### src/design/rk4do_pkg.sv
// ----------------------------------------------------------------------------
// rk4do_pkg
// Shared types and constants of the RK4 damped-oscillator stepper.
// ----------------------------------------------------------------------------
`default_nettype none

package rk4do_pkg;

    // Fixed field widths.
    localparam int unsigned DATA_W  = 32;  // x, y and v, signed fixed point
    localparam int unsigned H_W     = 17;  // step size, unsigned
    localparam int unsigned CNT_W   = 16;  // step index and step count
    localparam int unsigned DV_W    = 35;  // -2v - 5y, exact
    localparam int unsigned PROD_W  = DV_W + H_W + 1;
    localparam int unsigned ADDR_W  = 5;
    localparam int unsigned PDATA_W = 32;

    // The divide-by-six units retire this many quotient bits per cycle.
    localparam int unsigned DIV_DIGIT_W = 8;

    // Register reset values.
    localparam logic [H_W-1:0]    STEP_SIZE_RST  = 17'd6554;
    localparam logic [DATA_W-1:0] START_X_RST    = 32'd0;
    localparam logic [DATA_W-1:0] START_Y_RST    = 32'd0;
    localparam logic [DATA_W-1:0] START_V_RST    = 32'd65536;
    localparam logic [CNT_W-1:0]  STEP_COUNT_RST = 16'd0;

    // Register map, word index.
    typedef enum logic [2:0] {
        REG_STEP_SIZE  = 3'd0,
        REG_START_X    = 3'd1,
        REG_START_Y    = 3'd2,
        REG_START_V    = 3'd3,
        REG_STEP_COUNT = 3'd4
    } reg_idx_t;

    typedef enum logic [3:0] {
        ST_IDLE,
        ST_ARG,
        ST_MULV,
        ST_MULD,
        ST_KCAP,
        ST_ACC,
        ST_DIVS,
        ST_DIVW,
        ST_UPD
    } state_t;

    typedef enum logic [1:0] {
        STG_K1 = 2'd0,
        STG_K2 = 2'd1,
        STG_K3 = 2'd2,
        STG_K4 = 2'd3
    } stage_t;

    typedef struct packed {
        logic load;        // item accepted: reload on restart, clear work registers
        logic arg;         // form the stage arguments with saturation
        logic arg_full;    // add the whole k instead of half of it
        logic acc_en;      // add the held k values into the weighted sums
        logic acc_double;  // the held k values carry weight two
        logic mulv;        // multiply h by the velocity argument
        logic muld;        // multiply h by the derivative of v; capture k for y
        logic kcap;        // capture k for v
        logic div_start;   // start both divide-by-six units
        logic commit;      // write the result register and the new state
    } dp_cmd_t;

    typedef struct packed {
        logic div_busy;
    } dp_status_t;

endpackage

`default_nettype wire

### src/design/rk4_damped_oscillator_step_top.sv
// ----------------------------------------------------------------------------
// rk4_damped_oscillator_step_top
// Fixed-point RK4 stepper for y'' + 2y' + 5y = 0 with an APB register port.
// ----------------------------------------------------------------------------
// Each input transfer is one tick: when restart is set the state is first
// reloaded from start_x, start_y and start_v and the step index cleared; the
// block then returns the current x, y and v, a final_point flag (step index
// equal to step_count) and an overflow flag for the RK4 step of size h that
// it then applies. Registers sit at byte addresses 0, 4, 8, 12 and 16:
// step_size, start_x, start_y, start_v, step_count. Each of the four stages
// steps through the argument, two multiply and k capture states on the
// single 35 x 18 multiplier, and the two divide-by-six units retire eight
// quotient bits per cycle. The block takes one item at a time; the result
// waits in an output register, so the next item is accepted as soon as the
// previous result has been captured there.
// ----------------------------------------------------------------------------
`default_nettype none

module rk4_damped_oscillator_step_top #(
    parameter int unsigned FRAC_BITS = 16
) (
    input  wire logic                                  clk,
    input  wire logic                                  rst_n,
    input  wire logic                                  psel,
    input  wire logic                                  penable,
    input  wire logic                                  pwrite,
    input  wire logic        [rk4do_pkg::ADDR_W-1:0]   paddr,
    input  wire logic        [rk4do_pkg::PDATA_W-1:0]  pwdata,
    output logic             [rk4do_pkg::PDATA_W-1:0]  prdata,
    output logic                                       pready,
    input  wire logic                                  in_valid,
    output logic                                       in_ready,
    input  wire logic                                  restart,
    output logic                                       out_valid,
    input  wire logic                                  out_ready,
    output logic signed      [rk4do_pkg::DATA_W-1:0]   point_x,
    output logic signed      [rk4do_pkg::DATA_W-1:0]   point_y,
    output logic signed      [rk4do_pkg::DATA_W-1:0]   point_v,
    output logic                                       final_point,
    output logic                                       overflow
);
    import rk4do_pkg::*;

    logic [H_W-1:0]    step_size_reg;
    logic [DATA_W-1:0] start_x_reg, start_y_reg, start_v_reg;
    logic [CNT_W-1:0]  step_count_reg;

    logic       cfg_wr;
    reg_idx_t   reg_idx;
    dp_cmd_t    cmd;
    dp_status_t status;

    assign pready  = 1'b1;
    assign cfg_wr  = psel && penable && pwrite;
    assign reg_idx = reg_idx_t'(paddr[ADDR_W-1:2]);

    always_ff @(posedge clk or negedge rst_n)
    begin
        if (!rst_n)
        begin
            step_size_reg  <= STEP_SIZE_RST;
            start_x_reg    <= START_X_RST;
            start_y_reg    <= START_Y_RST;
            start_v_reg    <= START_V_RST;
            step_count_reg <= STEP_COUNT_RST;
        end
        else if (cfg_wr)
        begin
            unique case (reg_idx)
                REG_STEP_SIZE:  step_size_reg  <= pwdata[H_W-1:0];
                REG_START_X:    start_x_reg    <= pwdata[DATA_W-1:0];
                REG_START_Y:    start_y_reg    <= pwdata[DATA_W-1:0];
                REG_START_V:    start_v_reg    <= pwdata[DATA_W-1:0];
                REG_STEP_COUNT: step_count_reg <= pwdata[CNT_W-1:0];
                default:        ;
            endcase
        end
    end

    always_comb
    begin
        unique case (reg_idx)
            REG_STEP_SIZE:  prdata = PDATA_W'(step_size_reg);
            REG_START_X:    prdata = PDATA_W'(start_x_reg);
            REG_START_Y:    prdata = PDATA_W'(start_y_reg);
            REG_START_V:    prdata = PDATA_W'(start_v_reg);
            REG_STEP_COUNT: prdata = PDATA_W'(step_count_reg);
            default:        prdata = '0;
        endcase
    end

    rk4do_ctrl u_ctrl (
        .clk       (clk),
        .rst_n     (rst_n),
        .in_valid  (in_valid),
        .in_ready  (in_ready),
        .out_valid (out_valid),
        .out_ready (out_ready),
        .status    (status),
        .cmd       (cmd)
    );

    rk4do_dpath #(
        .FRAC_BITS (FRAC_BITS)
    ) u_dpath (
        .clk         (clk),
        .rst_n       (rst_n),
        .cmd         (cmd),
        .status      (status),
        .restart     (restart),
        .step_size   (step_size_reg),
        .start_x     (start_x_reg),
        .start_y     (start_y_reg),
        .start_v     (start_v_reg),
        .step_count  (step_count_reg),
        .point_x     (point_x),
        .point_y     (point_y),
        .point_v     (point_v),
        .final_point (final_point),
        .overflow    (overflow)
    );

endmodule

`default_nettype wire

### src/design/rk4do_div6.sv
// ----------------------------------------------------------------------------
// rk4do_div6
// Digit-serial signed divide by six, rounding to nearest with ties away
// from zero.
// ----------------------------------------------------------------------------
`default_nettype none

module rk4do_div6 #(
    parameter int unsigned OPND_W = 40
) (
    input  wire logic              clk,
    input  wire logic              rst_n,
    input  wire logic              start,
    input  wire logic [OPND_W-1:0] dividend,
    output logic      [OPND_W-1:0] quotient,
    output logic                   negative,
    output logic                   busy
);
    import rk4do_pkg::*;

    localparam int unsigned DIGITS = (OPND_W + DIV_DIGIT_W - 1) / DIV_DIGIT_W;
    localparam int unsigned PAD_W  = DIGITS * DIV_DIGIT_W;
    localparam int unsigned STEP_W = $clog2(DIGITS + 1);
    localparam logic [3:0]  DIVISOR = 4'd6;

    logic [STEP_W-1:0] cnt_reg, cnt_next;
    logic [PAD_W-1:0]  mag_reg;
    logic [PAD_W-1:0]  quo_reg;
    logic [2:0]        rem_reg;
    logic              neg_reg;

    logic [OPND_W-1:0]      mag_start;
    logic [DIV_DIGIT_W-1:0] digit;
    logic [2:0]             rem_next;

    // |s| + 3 in one add: for negative s this is ~s + 4.
    assign mag_start = (dividend[OPND_W-1] ? ~dividend : dividend)
                     + (dividend[OPND_W-1] ? OPND_W'(4) : OPND_W'(3));

    always_comb
    begin
        logic [2:0] r;
        logic [3:0] trial;
        r     = rem_reg;
        digit = '0;
        for (int i = 0; i < DIV_DIGIT_W; i++)
        begin
            trial = {r, mag_reg[PAD_W-1-i]};
            if (trial >= DIVISOR)
            begin
                r = 3'(trial - DIVISOR);
                digit[DIV_DIGIT_W-1-i] = 1'b1;
            end
            else
            begin
                r = trial[2:0];
            end
        end
        rem_next = r;
    end

    always_comb
    begin
        cnt_next = cnt_reg;
        if (start)
            cnt_next = STEP_W'(DIGITS);
        else if (busy)
            cnt_next = cnt_reg - STEP_W'(1);
    end

    always_ff @(posedge clk or negedge rst_n)
    begin
        if (!rst_n)
            cnt_reg <= '0;
        else
            cnt_reg <= cnt_next;
    end

    always_ff @(posedge clk)
    begin
        if (start)
        begin
            mag_reg <= PAD_W'(mag_start);
            quo_reg <= '0;
            rem_reg <= '0;
            neg_reg <= dividend[OPND_W-1];
        end
        else if (busy)
        begin
            mag_reg <= {mag_reg[PAD_W-DIV_DIGIT_W-1:0], {DIV_DIGIT_W{1'b0}}};
            quo_reg <= {quo_reg[PAD_W-DIV_DIGIT_W-1:0], digit};
            rem_reg <= rem_next;
        end
    end

    assign busy     = (cnt_reg != '0);
    assign quotient = quo_reg[OPND_W-1:0];
    assign negative = neg_reg;

endmodule

`default_nettype wire

### src/design/rk4do_dpath.sv
// ----------------------------------------------------------------------------
// rk4do_dpath
// Datapath of the RK4 stepper: state, stage arguments, shared multiplier,
// weighted sums, divide-by-six units and the result register.
// ----------------------------------------------------------------------------
`default_nettype none

module rk4do_dpath #(
    parameter int unsigned FRAC_BITS = 16
) (
    input  wire logic                              clk,
    input  wire logic                              rst_n,
    input  wire rk4do_pkg::dp_cmd_t                cmd,
    output rk4do_pkg::dp_status_t                  status,
    input  wire logic                              restart,
    input  wire logic        [rk4do_pkg::H_W-1:0]    step_size,
    input  wire logic signed [rk4do_pkg::DATA_W-1:0] start_x,
    input  wire logic signed [rk4do_pkg::DATA_W-1:0] start_y,
    input  wire logic signed [rk4do_pkg::DATA_W-1:0] start_v,
    input  wire logic        [rk4do_pkg::CNT_W-1:0]  step_count,
    output logic signed      [rk4do_pkg::DATA_W-1:0] point_x,
    output logic signed      [rk4do_pkg::DATA_W-1:0] point_y,
    output logic signed      [rk4do_pkg::DATA_W-1:0] point_v,
    output logic                                   final_point,
    output logic                                   overflow
);
    import rk4do_pkg::*;

    localparam int unsigned K_W     = PROD_W - FRAC_BITS;
    localparam int unsigned ACC_W   = K_W + 3;
    localparam int unsigned ACC_EXT = ACC_W - K_W;
    localparam int unsigned BASE_W  = (ACC_W > DATA_W) ? ACC_W : DATA_W;
    localparam int unsigned SAT_W   = BASE_W + 2;
    localparam logic [PROD_W-1:0] ROUND_HALF = PROD_W'(1) << (FRAC_BITS - 1);
    localparam logic [DATA_W-1:0] SAT_MAX = {1'b0, {(DATA_W-1){1'b1}}};
    localparam logic [DATA_W-1:0] SAT_MIN = {1'b1, {(DATA_W-1){1'b0}}};

    function automatic logic [SAT_W-1:0] ext_d(input logic [DATA_W-1:0] a);
        return {{(SAT_W-DATA_W){a[DATA_W-1]}}, a};
    endfunction

    function automatic logic [SAT_W-1:0] ext_k(input logic [K_W-1:0] a);
        return {{(SAT_W-K_W){a[K_W-1]}}, a};
    endfunction

    function automatic logic fits(input logic [SAT_W-1:0] a);
        return (&a[SAT_W-1:DATA_W-1]) || !(|a[SAT_W-1:DATA_W-1]);
    endfunction

    function automatic logic [DATA_W-1:0] sat(input logic [SAT_W-1:0] a);
        logic [DATA_W-1:0] r;
        if (fits(a))
            r = a[DATA_W-1:0];
        else if (a[SAT_W-1])
            r = SAT_MIN;
        else
            r = SAT_MAX;
        return r;
    endfunction

    // Architectural state.
    logic [DATA_W-1:0] x_reg, y_reg, v_reg;
    logic [CNT_W-1:0]  idx_reg;
    logic              ovf_reg;

    // Work registers.
    logic [DATA_W-1:0] ys_reg, vs_reg;
    logic [DV_W-1:0]   dv_reg;
    logic [PROD_W-1:0] prod_reg;
    logic [K_W-1:0]    ky_reg, kv_reg;
    logic [ACC_W-1:0]  accy_reg, accv_reg;

    // Result register.
    logic [DATA_W-1:0] point_x_reg, point_y_reg, point_v_reg;
    logic              final_reg, overflow_reg;

    logic [K_W-1:0]    off_y, off_v;
    logic [SAT_W-1:0]  arg_y, arg_v;
    logic              arg_ovf;
    logic [DV_W-1:0]   vs_ext, ys_ext, dv_next;
    logic [DV_W-1:0]   mul_a;
    logic [H_W:0]      mul_b;
    logic signed [PROD_W-1:0] prod_full;
    logic [PROD_W-1:0] prod_rnd;
    logic [K_W-1:0]    k_rnd;
    logic [ACC_W-1:0]  add_y, add_v;
    logic [ACC_W-1:0]  quo_y, quo_v;
    logic              neg_y, neg_v, busy_y, busy_v;
    logic [SAT_W-1:0]  upd_x, upd_y, upd_v;
    logic              upd_ovf;

    // Stage arguments: y + k/2 (floor) for the middle stages, y + k for the last.
    assign off_y   = cmd.arg_full ? ky_reg : {ky_reg[K_W-1], ky_reg[K_W-1:1]};
    assign off_v   = cmd.arg_full ? kv_reg : {kv_reg[K_W-1], kv_reg[K_W-1:1]};
    assign arg_y   = ext_d(y_reg) + ext_k(off_y);
    assign arg_v   = ext_d(v_reg) + ext_k(off_v);
    assign arg_ovf = !fits(arg_y) || !fits(arg_v);

    // -2v - 5y, exact in DV_W bits.
    assign vs_ext  = {{(DV_W-DATA_W){vs_reg[DATA_W-1]}}, vs_reg};
    assign ys_ext  = {{(DV_W-DATA_W){ys_reg[DATA_W-1]}}, ys_reg};
    assign dv_next = DV_W'(0) - ({vs_ext[DV_W-2:0], 1'b0}
                                + {ys_ext[DV_W-3:0], 2'b00} + ys_ext);

    // The one shared multiplier: h times the velocity argument or the derivative.
    assign mul_a     = cmd.muld ? dv_reg : vs_ext;
    assign mul_b     = {1'b0, step_size};
    assign prod_full = $signed(mul_a) * $signed(mul_b);

    // Round half up, then floor shift.
    assign prod_rnd = prod_reg + ROUND_HALF;
    assign k_rnd    = prod_rnd[PROD_W-1:FRAC_BITS];

    assign add_y = cmd.acc_double ? {{(ACC_EXT-1){ky_reg[K_W-1]}}, ky_reg, 1'b0}
                                  : {{ACC_EXT{ky_reg[K_W-1]}}, ky_reg};
    assign add_v = cmd.acc_double ? {{(ACC_EXT-1){kv_reg[K_W-1]}}, kv_reg, 1'b0}
                                  : {{ACC_EXT{kv_reg[K_W-1]}}, kv_reg};

    rk4do_div6 #(
        .OPND_W (ACC_W)
    ) u_div_y (
        .clk      (clk),
        .rst_n    (rst_n),
        .start    (cmd.div_start),
        .dividend (accy_reg),
        .quotient (quo_y),
        .negative (neg_y),
        .busy     (busy_y)
    );

    rk4do_div6 #(
        .OPND_W (ACC_W)
    ) u_div_v (
        .clk      (clk),
        .rst_n    (rst_n),
        .start    (cmd.div_start),
        .dividend (accv_reg),
        .quotient (quo_v),
        .negative (neg_v),
        .busy     (busy_v)
    );

    assign status.div_busy = busy_y || busy_v;

    // The quotient is a magnitude, so the sign picks add or subtract.
    assign upd_y = neg_y ? ext_d(y_reg) - {{(SAT_W-ACC_W){1'b0}}, quo_y}
                         : ext_d(y_reg) + {{(SAT_W-ACC_W){1'b0}}, quo_y};
    assign upd_v = neg_v ? ext_d(v_reg) - {{(SAT_W-ACC_W){1'b0}}, quo_v}
                         : ext_d(v_reg) + {{(SAT_W-ACC_W){1'b0}}, quo_v};
    assign upd_x = ext_d(x_reg) + {{(SAT_W-H_W){1'b0}}, step_size};
    assign upd_ovf = !fits(upd_x) || !fits(upd_y) || !fits(upd_v);

    always_ff @(posedge clk or negedge rst_n)
    begin
        if (!rst_n)
        begin
            x_reg   <= '0;
            y_reg   <= '0;
            v_reg   <= '0;
            idx_reg <= '0;
            ovf_reg <= 1'b0;
        end
        else if (cmd.load)
        begin
            if (restart)
            begin
                x_reg   <= start_x;
                y_reg   <= start_y;
                v_reg   <= start_v;
                idx_reg <= '0;
            end
            ovf_reg <= 1'b0;
        end
        else if (cmd.arg)
        begin
            ovf_reg <= ovf_reg || arg_ovf;
        end
        else if (cmd.commit)
        begin
            x_reg   <= sat(upd_x);
            y_reg   <= sat(upd_y);
            v_reg   <= sat(upd_v);
            idx_reg <= idx_reg + CNT_W'(1);
        end
    end

    always_ff @(posedge clk)
    begin
        if (cmd.load)
        begin
            ky_reg   <= '0;
            kv_reg   <= '0;
            accy_reg <= '0;
            accv_reg <= '0;
        end
        else
        begin
            if (cmd.acc_en)
            begin
                accy_reg <= accy_reg + add_y;
                accv_reg <= accv_reg + add_v;
            end
            if (cmd.muld)
                ky_reg <= k_rnd;
            if (cmd.kcap)
                kv_reg <= k_rnd;
        end

        if (cmd.arg)
        begin
            ys_reg <= sat(arg_y);
            vs_reg <= sat(arg_v);
        end
        if (cmd.mulv)
            dv_reg <= dv_next;
        if (cmd.mulv || cmd.muld)
            prod_reg <= prod_full;

        if (cmd.commit)
        begin
            point_x_reg  <= x_reg;
            point_y_reg  <= y_reg;
            point_v_reg  <= v_reg;
            final_reg    <= (idx_reg == step_count);
            overflow_reg <= ovf_reg || upd_ovf;
        end
    end

    assign point_x     = point_x_reg;
    assign point_y     = point_y_reg;
    assign point_v     = point_v_reg;
    assign final_point = final_reg;
    assign overflow    = overflow_reg;

endmodule

`default_nettype wire

### src/design/rk4do_ctrl.sv
// ----------------------------------------------------------------------------
// rk4do_ctrl
// Sequencer of the RK4 stepper: walks the four stages over the shared
// multiplier, runs the divide step and owns both handshakes.
// ----------------------------------------------------------------------------
`default_nettype none

module rk4do_ctrl (
    input  wire logic                  clk,
    input  wire logic                  rst_n,
    input  wire logic                  in_valid,
    output logic                       in_ready,
    output logic                       out_valid,
    input  wire logic                  out_ready,
    input  wire rk4do_pkg::dp_status_t status,
    output rk4do_pkg::dp_cmd_t         cmd
);
    import rk4do_pkg::*;

    state_t state_reg, state_next;
    stage_t stage_reg, stage_next;
    logic   out_valid_reg, out_valid_next;

    always_ff @(posedge clk or negedge rst_n)
    begin
        if (!rst_n)
        begin
            state_reg     <= ST_IDLE;
            stage_reg     <= STG_K1;
            out_valid_reg <= 1'b0;
        end
        else
        begin
            state_reg     <= state_next;
            stage_reg     <= stage_next;
            out_valid_reg <= out_valid_next;
        end
    end

    always_comb
    begin
        cmd            = '0;
        state_next     = state_reg;
        stage_next     = stage_reg;
        out_valid_next = out_valid_reg && !out_ready;

        unique case (state_reg)
            ST_IDLE:
            begin
                if (in_valid)
                begin
                    cmd.load   = 1'b1;
                    stage_next = STG_K1;
                    state_next = ST_ARG;
                end
            end
            ST_ARG:
            begin
                // The k pair of the previous stage joins the weighted sums here.
                cmd.arg        = 1'b1;
                cmd.arg_full   = (stage_reg == STG_K4);
                cmd.acc_en     = 1'b1;
                cmd.acc_double = (stage_reg == STG_K3) || (stage_reg == STG_K4);
                state_next     = ST_MULV;
            end
            ST_MULV:
            begin
                cmd.mulv   = 1'b1;
                state_next = ST_MULD;
            end
            ST_MULD:
            begin
                cmd.muld   = 1'b1;
                state_next = ST_KCAP;
            end
            ST_KCAP:
            begin
                cmd.kcap = 1'b1;
                if (stage_reg == STG_K4)
                begin
                    state_next = ST_ACC;
                end
                else
                begin
                    stage_next = stage_t'(stage_reg + 2'd1);
                    state_next = ST_ARG;
                end
            end
            ST_ACC:
            begin
                cmd.acc_en = 1'b1;
                state_next = ST_DIVS;
            end
            ST_DIVS:
            begin
                cmd.div_start = 1'b1;
                state_next    = ST_DIVW;
            end
            ST_DIVW:
            begin
                if (!status.div_busy)
                    state_next = ST_UPD;
            end
            ST_UPD:
            begin
                // Hold until the result register is free.
                if (!out_valid_reg || out_ready)
                begin
                    cmd.commit     = 1'b1;
                    out_valid_next = 1'b1;
                    state_next     = ST_IDLE;
                end
            end
            default:
            begin
                state_next = ST_IDLE;
            end
        endcase
    end

    assign in_ready  = (state_reg == ST_IDLE);
    assign out_valid = out_valid_reg;

endmodule

`default_nettype wire

### config.mk
export PLATFORM = sky130hd
export DESIGN_NAME = rk4_damped_oscillator_step_top
export DESIGN_NICKNAME = d
export VERILOG_FILES = /design/src/design/rk4do_pkg.sv /design/src/design/rk4_damped_oscillator_step_top.sv /design/src/design/rk4do_div6.sv /design/src/design/rk4do_dpath.sv /design/src/design/rk4do_ctrl.sv
export SDC_FILE = /design/constraint.sdc
export NUM_CORES = 2
export LEC_CHECK = 0
export BUFFER_PORTS_ARGS = -buffer_cell sky130_fd_sc_hd__clkbuf_2
export CELL_PAD_IN_SITES_DETAIL_PLACEMENT = 0
export CELL_PAD_IN_SITES_GLOBAL_PLACEMENT = 1
export CORE_ASPECT_RATIO = 1.75
export CORE_UTILIZATION = 30
export CTS_BUF_LIST = sky130_fd_sc_hd__clkbuf_4
export DETAILED_ROUTE_END_ITERATION = 8
export PLACE_DENSITY_LB_ADDON = 0.12
export RECOVER_POWER = 100
export SLEW_MARGIN = 20
export SYNTH_ARGS = -nofsm -noshare
export SYNTH_HDL_FRONTEND = slang
export SYNTH_SLANG_ARGS = --single-unit
### constraint.sdc
create_clock -name clk -period 25 [get_ports clk]
set_input_delay 5 -clock clk [delete_from_list [all_inputs] [get_ports clk]]
set_output_delay 5 -clock clk [all_outputs]
set_load 0.05 [all_outputs]
### Yosys cells after proc, flatten, opt, wreduce, memory -nomap -nowiden

Cells that the tools add are included.

| storage, ports and cells | value |
|---|---|
| output and inout port bits | 133 |
| register bits | 827 |
| input port bits | 45 |
| logic and storage cells | 269 |

| cells by class | value |
|---|---|
| equality and inequality tests | 21 |
| reduce and logical (&&, ||, !) cells | 57 |
| bitwise gates (word level) | 2 |
| add/subtract/negate cells | 35 |
| $mul | 1 |
| $lt $le $gt $ge | 16 |
| multiplexer cells | 101 |

Operators with widths:

| cell | number |
|---|---|
| 32-bit two-way mux | 22 |
| 40-bit two-way mux | 6 |
| 32-bit one-hot mux with 5 select lines | 1 |
| 32-bit by 41-bit adder with 42-bit output | 2 |
| 42-bit two-way mux | 2 |
| 32-bit by 41-bit subtractor with 42-bit output | 2 |
| 40-bit by 3-bit adder with 40-bit output | 2 |
| 40-bit adder | 2 |
| 40-bit inverter | 2 |
| 32-bit by 37-bit adder with 38-bit output | 2 |
| 37-bit two-way mux | 2 |
| 36-bit two-way mux | 2 |
| 3-bit two-way mux | 23 |
| 4-bit by 3-bit greater-or-equal comparator with 1-bit output (second input constant) | 16 |
| 16-bit two-way mux | 4 |
| 11-bit AND reduction | 5 |
| 11-bit OR reduction | 5 |
| 53-bit by 16-bit adder with 53-bit output (second input constant) | 1 |
| 35-bit by 18-bit multiplier with 53-bit output | 1 |
| 3-bit subtractor (second input constant) | 16 |
| 4-bit one-hot mux with 9 select lines | 1 |
| 33-bit by 34-bit adder with 35-bit output | 1 |
| 35-bit adder | 1 |
| 35-bit two-way mux | 1 |
| 30 further kinds | 111 |

### Depth between registers and ports, before layout

| depth | value |
|---|---|
| depth after elaboration | 16 |
| mapped depth | 32 |
| depth with buffers taken out | 30 |

### By module

A second synthesis with hierarchy kept.

| second synthesis, totals | value |
|---|---|
| cell total of the unflattened synthesis | 8,421 |
| area, all modules | 76,819.9 um^2 |

By module, submodules not included:

| module | area an instance (um^2) | cells each | instances |
|---|---|---|---|
| rk4do_dpath | 59,135.5 | 6,641 | 1 |
| rk4do_div6 | 5,640.4 | 655 | 2 |
| rk4_damped_oscillator_step_top | 5,913.2 | 416 | 1 |
| rk4do_ctrl | 490.5 | 54 | 1 |

### Worst setup path before layout

OpenSTA, ideal clock, no wires.

| timing path | value |
|---|---|
| path type | input-to-output |
| start point | in paddr[4] (netlist bit) |
| end point | out prdata[10] (netlist bit) |
| required time | 20.000 ns |
| setup slack | 13.187 ns |
| buffers on the path | 3 |
| data arrival time | 6.813 ns |
| cell stages on the path | 6 |
| cell sequence | clkbuf_1 > nor2b_1 > clkbuf_1 > clkbuf_1 > a22oi_1 > o22ai_1 |

| between the ends | value |
|---|---|
| longest elaborated chain between the ends | 2 |

Ends and longest elaborated chain:

| element | line | source |
|---|---|---|
| start, declared | rk4_damped_oscillator_step_top.sv:27 | `input wire logic [rk4do_pkg::ADDR_W-1:0] paddr,` |
| 3-bit == test (tied with other cells) | rk4_damped_oscillator_step_top.sv:82 | `unique case (reg_idx)` |
| 32-bit one-hot mux with 5 select lines * | rk4_damped_oscillator_step_top.sv:82 |  |
| end, declared | rk4_damped_oscillator_step_top.sv:29 | `output logic [rk4do_pkg::PDATA_W-1:0] prdata,` |

Every way passes the cells marked *; elsewhere a longest branch is shown, timed or not.

### Worst setup path after layout

| timing path | value |
|---|---|
| start point | in paddr[3] (netlist bit) |
| end point | out prdata[10] (netlist bit) |

Same word-level chain as after synthesis.

==> results.cfg <==
[critical_path]
slowest_delay_ns = 1.85
r2r_end = u_dpath.vs_reg[6]
critical_path_required_ns = 20.00
cp-start-kind = input pin
path_max_fanout = 54
r2r_slack_ns = 13.25
cp-startpoint = paddr[3]
cp_common_cell = clkbuf_1
critPathArrivalTime_ns = 8.89
critical_path_class = input pin to primary output
rr_worst_depth = 20
endpoint = prdata[10]
path_cells = clkbuf_2 -> clkbuf_1 -> nor2_1 -> clkbuf_1 -> a22oi_1 -> o22ai_1 -> clkbuf_1
r2r-start = u_ctrl.state_reg[1]
crit_path_top_delay_cell = clkbuf_1
critPathCaptureType = primary output

[final_layout]
fin_nets = 9612
syn_to_final_growth_pct = 9.315
regArea_um2 = 20720
multi_input_area_um2 = 50340
n_fill_cell = 26590
drive_above_1_share_pct = 9.882
fin_cells = 12110

[place]
io_buffers = 174
dp.cells = 11590
hpwl_mm = 227.0
gp_congestion = 0.9188

[status]
violations = capacitance limit, slew limit
run_status = complete, but fails checks

[synth]
synth_edf_count = 317
yosysSeqAreaShare_pct = 27.36
synth-seq-cells = 812
syn_inst = 8443
avgSynthCellArea_um2 = 8.968
synthesis.nets = 9544
netlist_area_um2 = 75720
ys_async_sr_fraction_pct = 31.40
ys_warn_count = 0
ys_types = 112
ys.flop_type = edfxtp_1

[sta]
tightest_slew_ns = 6.289
max_slew_margin_pct = -319.3
fmax_ghz = 0.07201
hold_viol = 0
setup-tns-final_ns = 0
min_period_ns = 13.89
final_max_slew_viol_count = 1807
finalCritPeriodShare_pct = 55.55
clock_skew_ns = 0.1601
rsz0062_at_grt = no
setup_viol = 0

[cts]
cts.reportedPaths.clkPinSlew_ns = 0.06
cts_setup_buffers = 0
cts_buffers = 226
cts_sinks = 812
htreeDepth = 4
cts_max_path_buffers = 4
root_buffer = clkbuf_4
cts_tree = yes
ctsResizeCount = 0
clock_latency_ns = 1.34
holdBufCountCts = 0

[global_route]
antenna_found_initial = 34
grt_pass1_wl_mm = 428.3
grt_max_degree = 160
grt_usage_pct = 22.61
overflow = 0
grt_pass1_vias = 64560

[floorplan]
core_area_um2 = 250500
die_h_um = 666.6
die-area_um2 = 254500
die_x_um = 381.8
rows = 243
start_util_pct = 30.22
ioPinCount = 178

[routing]
ant_nets = 0
finalWirelength_mm = 290.2
vias = 61940
drc = 0
drtIter0Drc = 3715
firstDrtPassIters = 7
viasPerCell = 5.114
routedWlPerCell_um = 23.96

[run]
maxCapViolations = 37

[worst_hold_path]
hp-class = flip-flop to flip-flop
kinds of logic (layout without fill, tap and decap cells):
family,after synthesis,after routing,share of synthesized area (%)
compound gates,1887,1887,15.77
flops,812,812,27.36
other cells,1,114,0.004953
buf+inv,1241,1491,6.218
fa+ha+maj,1058,1058,23.45
mux,358,358,5.280
simple gates,2570,2570,15.95
xor+xnor,516,516,5.969
layout by cell type (no fill, tap or decap), drive strengths merged, types with 62 or more instances in the layout:
cell type,count
a21oi,551
clkinv,77
fa,603
nand4,63
a211oi,128
nor3,123
mux2,321
nand2b,74
a31oi,62
ha,453
dfxtp,240
nand3,101
nand2,1134
o21a,75
clkbuf,534
nor2,482
inv,811
and2,237
a21o,182
o21ai,443
diode,113
nor2b,76
xnor2,355
xor2,161
or3,78
dfrtp,247
edfxtp,317
metrics by stage:
stage | area [um2] | util [%] | hold slack [ns] | worst slack [ns]
global route | 82740 | 33.03 | 0.5018 | 9.298
global placement | 79920 | 31.90 | 0.4667 | 12.64
detailed placement | 79930 | 31.90 | 0.4692 | 12.64
floorplan | 75720 | - | 0.4231 | 13.19
finish | 82770 | 33.04 | 0.4849 | 11.11
CTS | 82870 | 33.08 | 0.4873 | 12.64
area by class of cell:
| class | count | area share, % |
|---|---|---|
| Multi-Input combinational cell | 6390 | 60.82 |
| Sequential cell | 812 | 25.04 |
| Tap cell | 3307 | 4.999 |
| Inverter | 812 | 3.684 |
| Clock buffer | 325 | 2.948 |
| Timing Repair Buffer | 269 | 1.563 |
| Clock inverter | 85 | 0.6092 |
| Antenna cell | 113 | 0.3416 |
worst max-delay path: cells and delay by family:
kind	cells	cell delay (ns)
AO/OA/AOI/OAI	2	0.53
AND/OR/NAND/NOR	1	0.52
buffers and inverters	4	2.79
per-layer routing:
layer / share of wire [%] / vias to the layer above / GRT usage (%) / routed length [um]
met2: 52 / 1238 / 41.39 / 150700
met1: 39 / 30980 / 25.60 / 113400
met3: 2.9 / 448 / 2.192 / 8371
met5: 0.014 / - / 0 / 40
met4: 6.1 / 6 / 12.16 / 17640
li1: - / 29270 / - / -
Yosys cell counts (18+ instances only):
cell type,number,area (um2)
nand2_1,1134,4257
inv_1,811,3044
fa_1,603,12070
a21oi_1,549,2748
nor2_1,481,1805
ha_1,453,5668
o21ai_0,423,2117
clkbuf_1,369,1385
xnor2_1,355,3109
mux2_2,321,3615
edfxtp_1,317,9519
dfrtp_1,247,6181
dfxtp_1,240,4805
and2_1,237,1483
a21o_1,182,1366
xor2_1,161,1410
a211oi_1,128,960.9
nor3_1,120,600.6
nand3_1,101,505.5
or3_1,77,481.7
nor2b_1,76,475.5
o21a_1,75,563.0
nand2b_1,74,462.9
nand4_1,63,394.1
a31oi_1,61,381.6
o22ai_1,57,356.6
a22oi_1,55,412.9
and3_1,55,344.1
o21bai_1,55,412.9
buf_1,37,138.9
a221oi_1,36,315.3
mux2i_1,36,360.4
o211ai_1,34,255.2
nor4_1,27,168.9
o31ai_1,22,165.2
or2_2,21,131.4
o21ai_1,20,100.1
o221ai_1,18,157.7
or4_1,18,135.1
how the worst min path moves through the flow:
stage	to	cells after the start	startpoint	slack (ns)
2_1_floorplan	u_dpath.point_x[17]	0	u_dpath.x_reg[17]	0.42
3_3_place_gp	u_dpath.u_div_y.quotient[35]	2	u_dpath.u_div_y.quotient[35]	0.47
3_5_place_dp	u_dpath.u_div_y.quotient[34]	2	u_dpath.u_div_y.quotient[34]	0.47
4_1_cts	u_dpath.u_div_y.quotient[34]	2	u_dpath.u_div_y.quotient[34]	0.49
5_1_grt	u_dpath.u_div_y.quotient[34]	2	u_dpath.u_div_y.quotient[34]	0.50
6_report	u_dpath.u_div_v.quotient[35]	2	u_dpath.u_div_v.quotient[35]	0.48
Power is not shown: default switching activity piles up to over one toggle a cycle in this logic, so the estimate is an artifact.
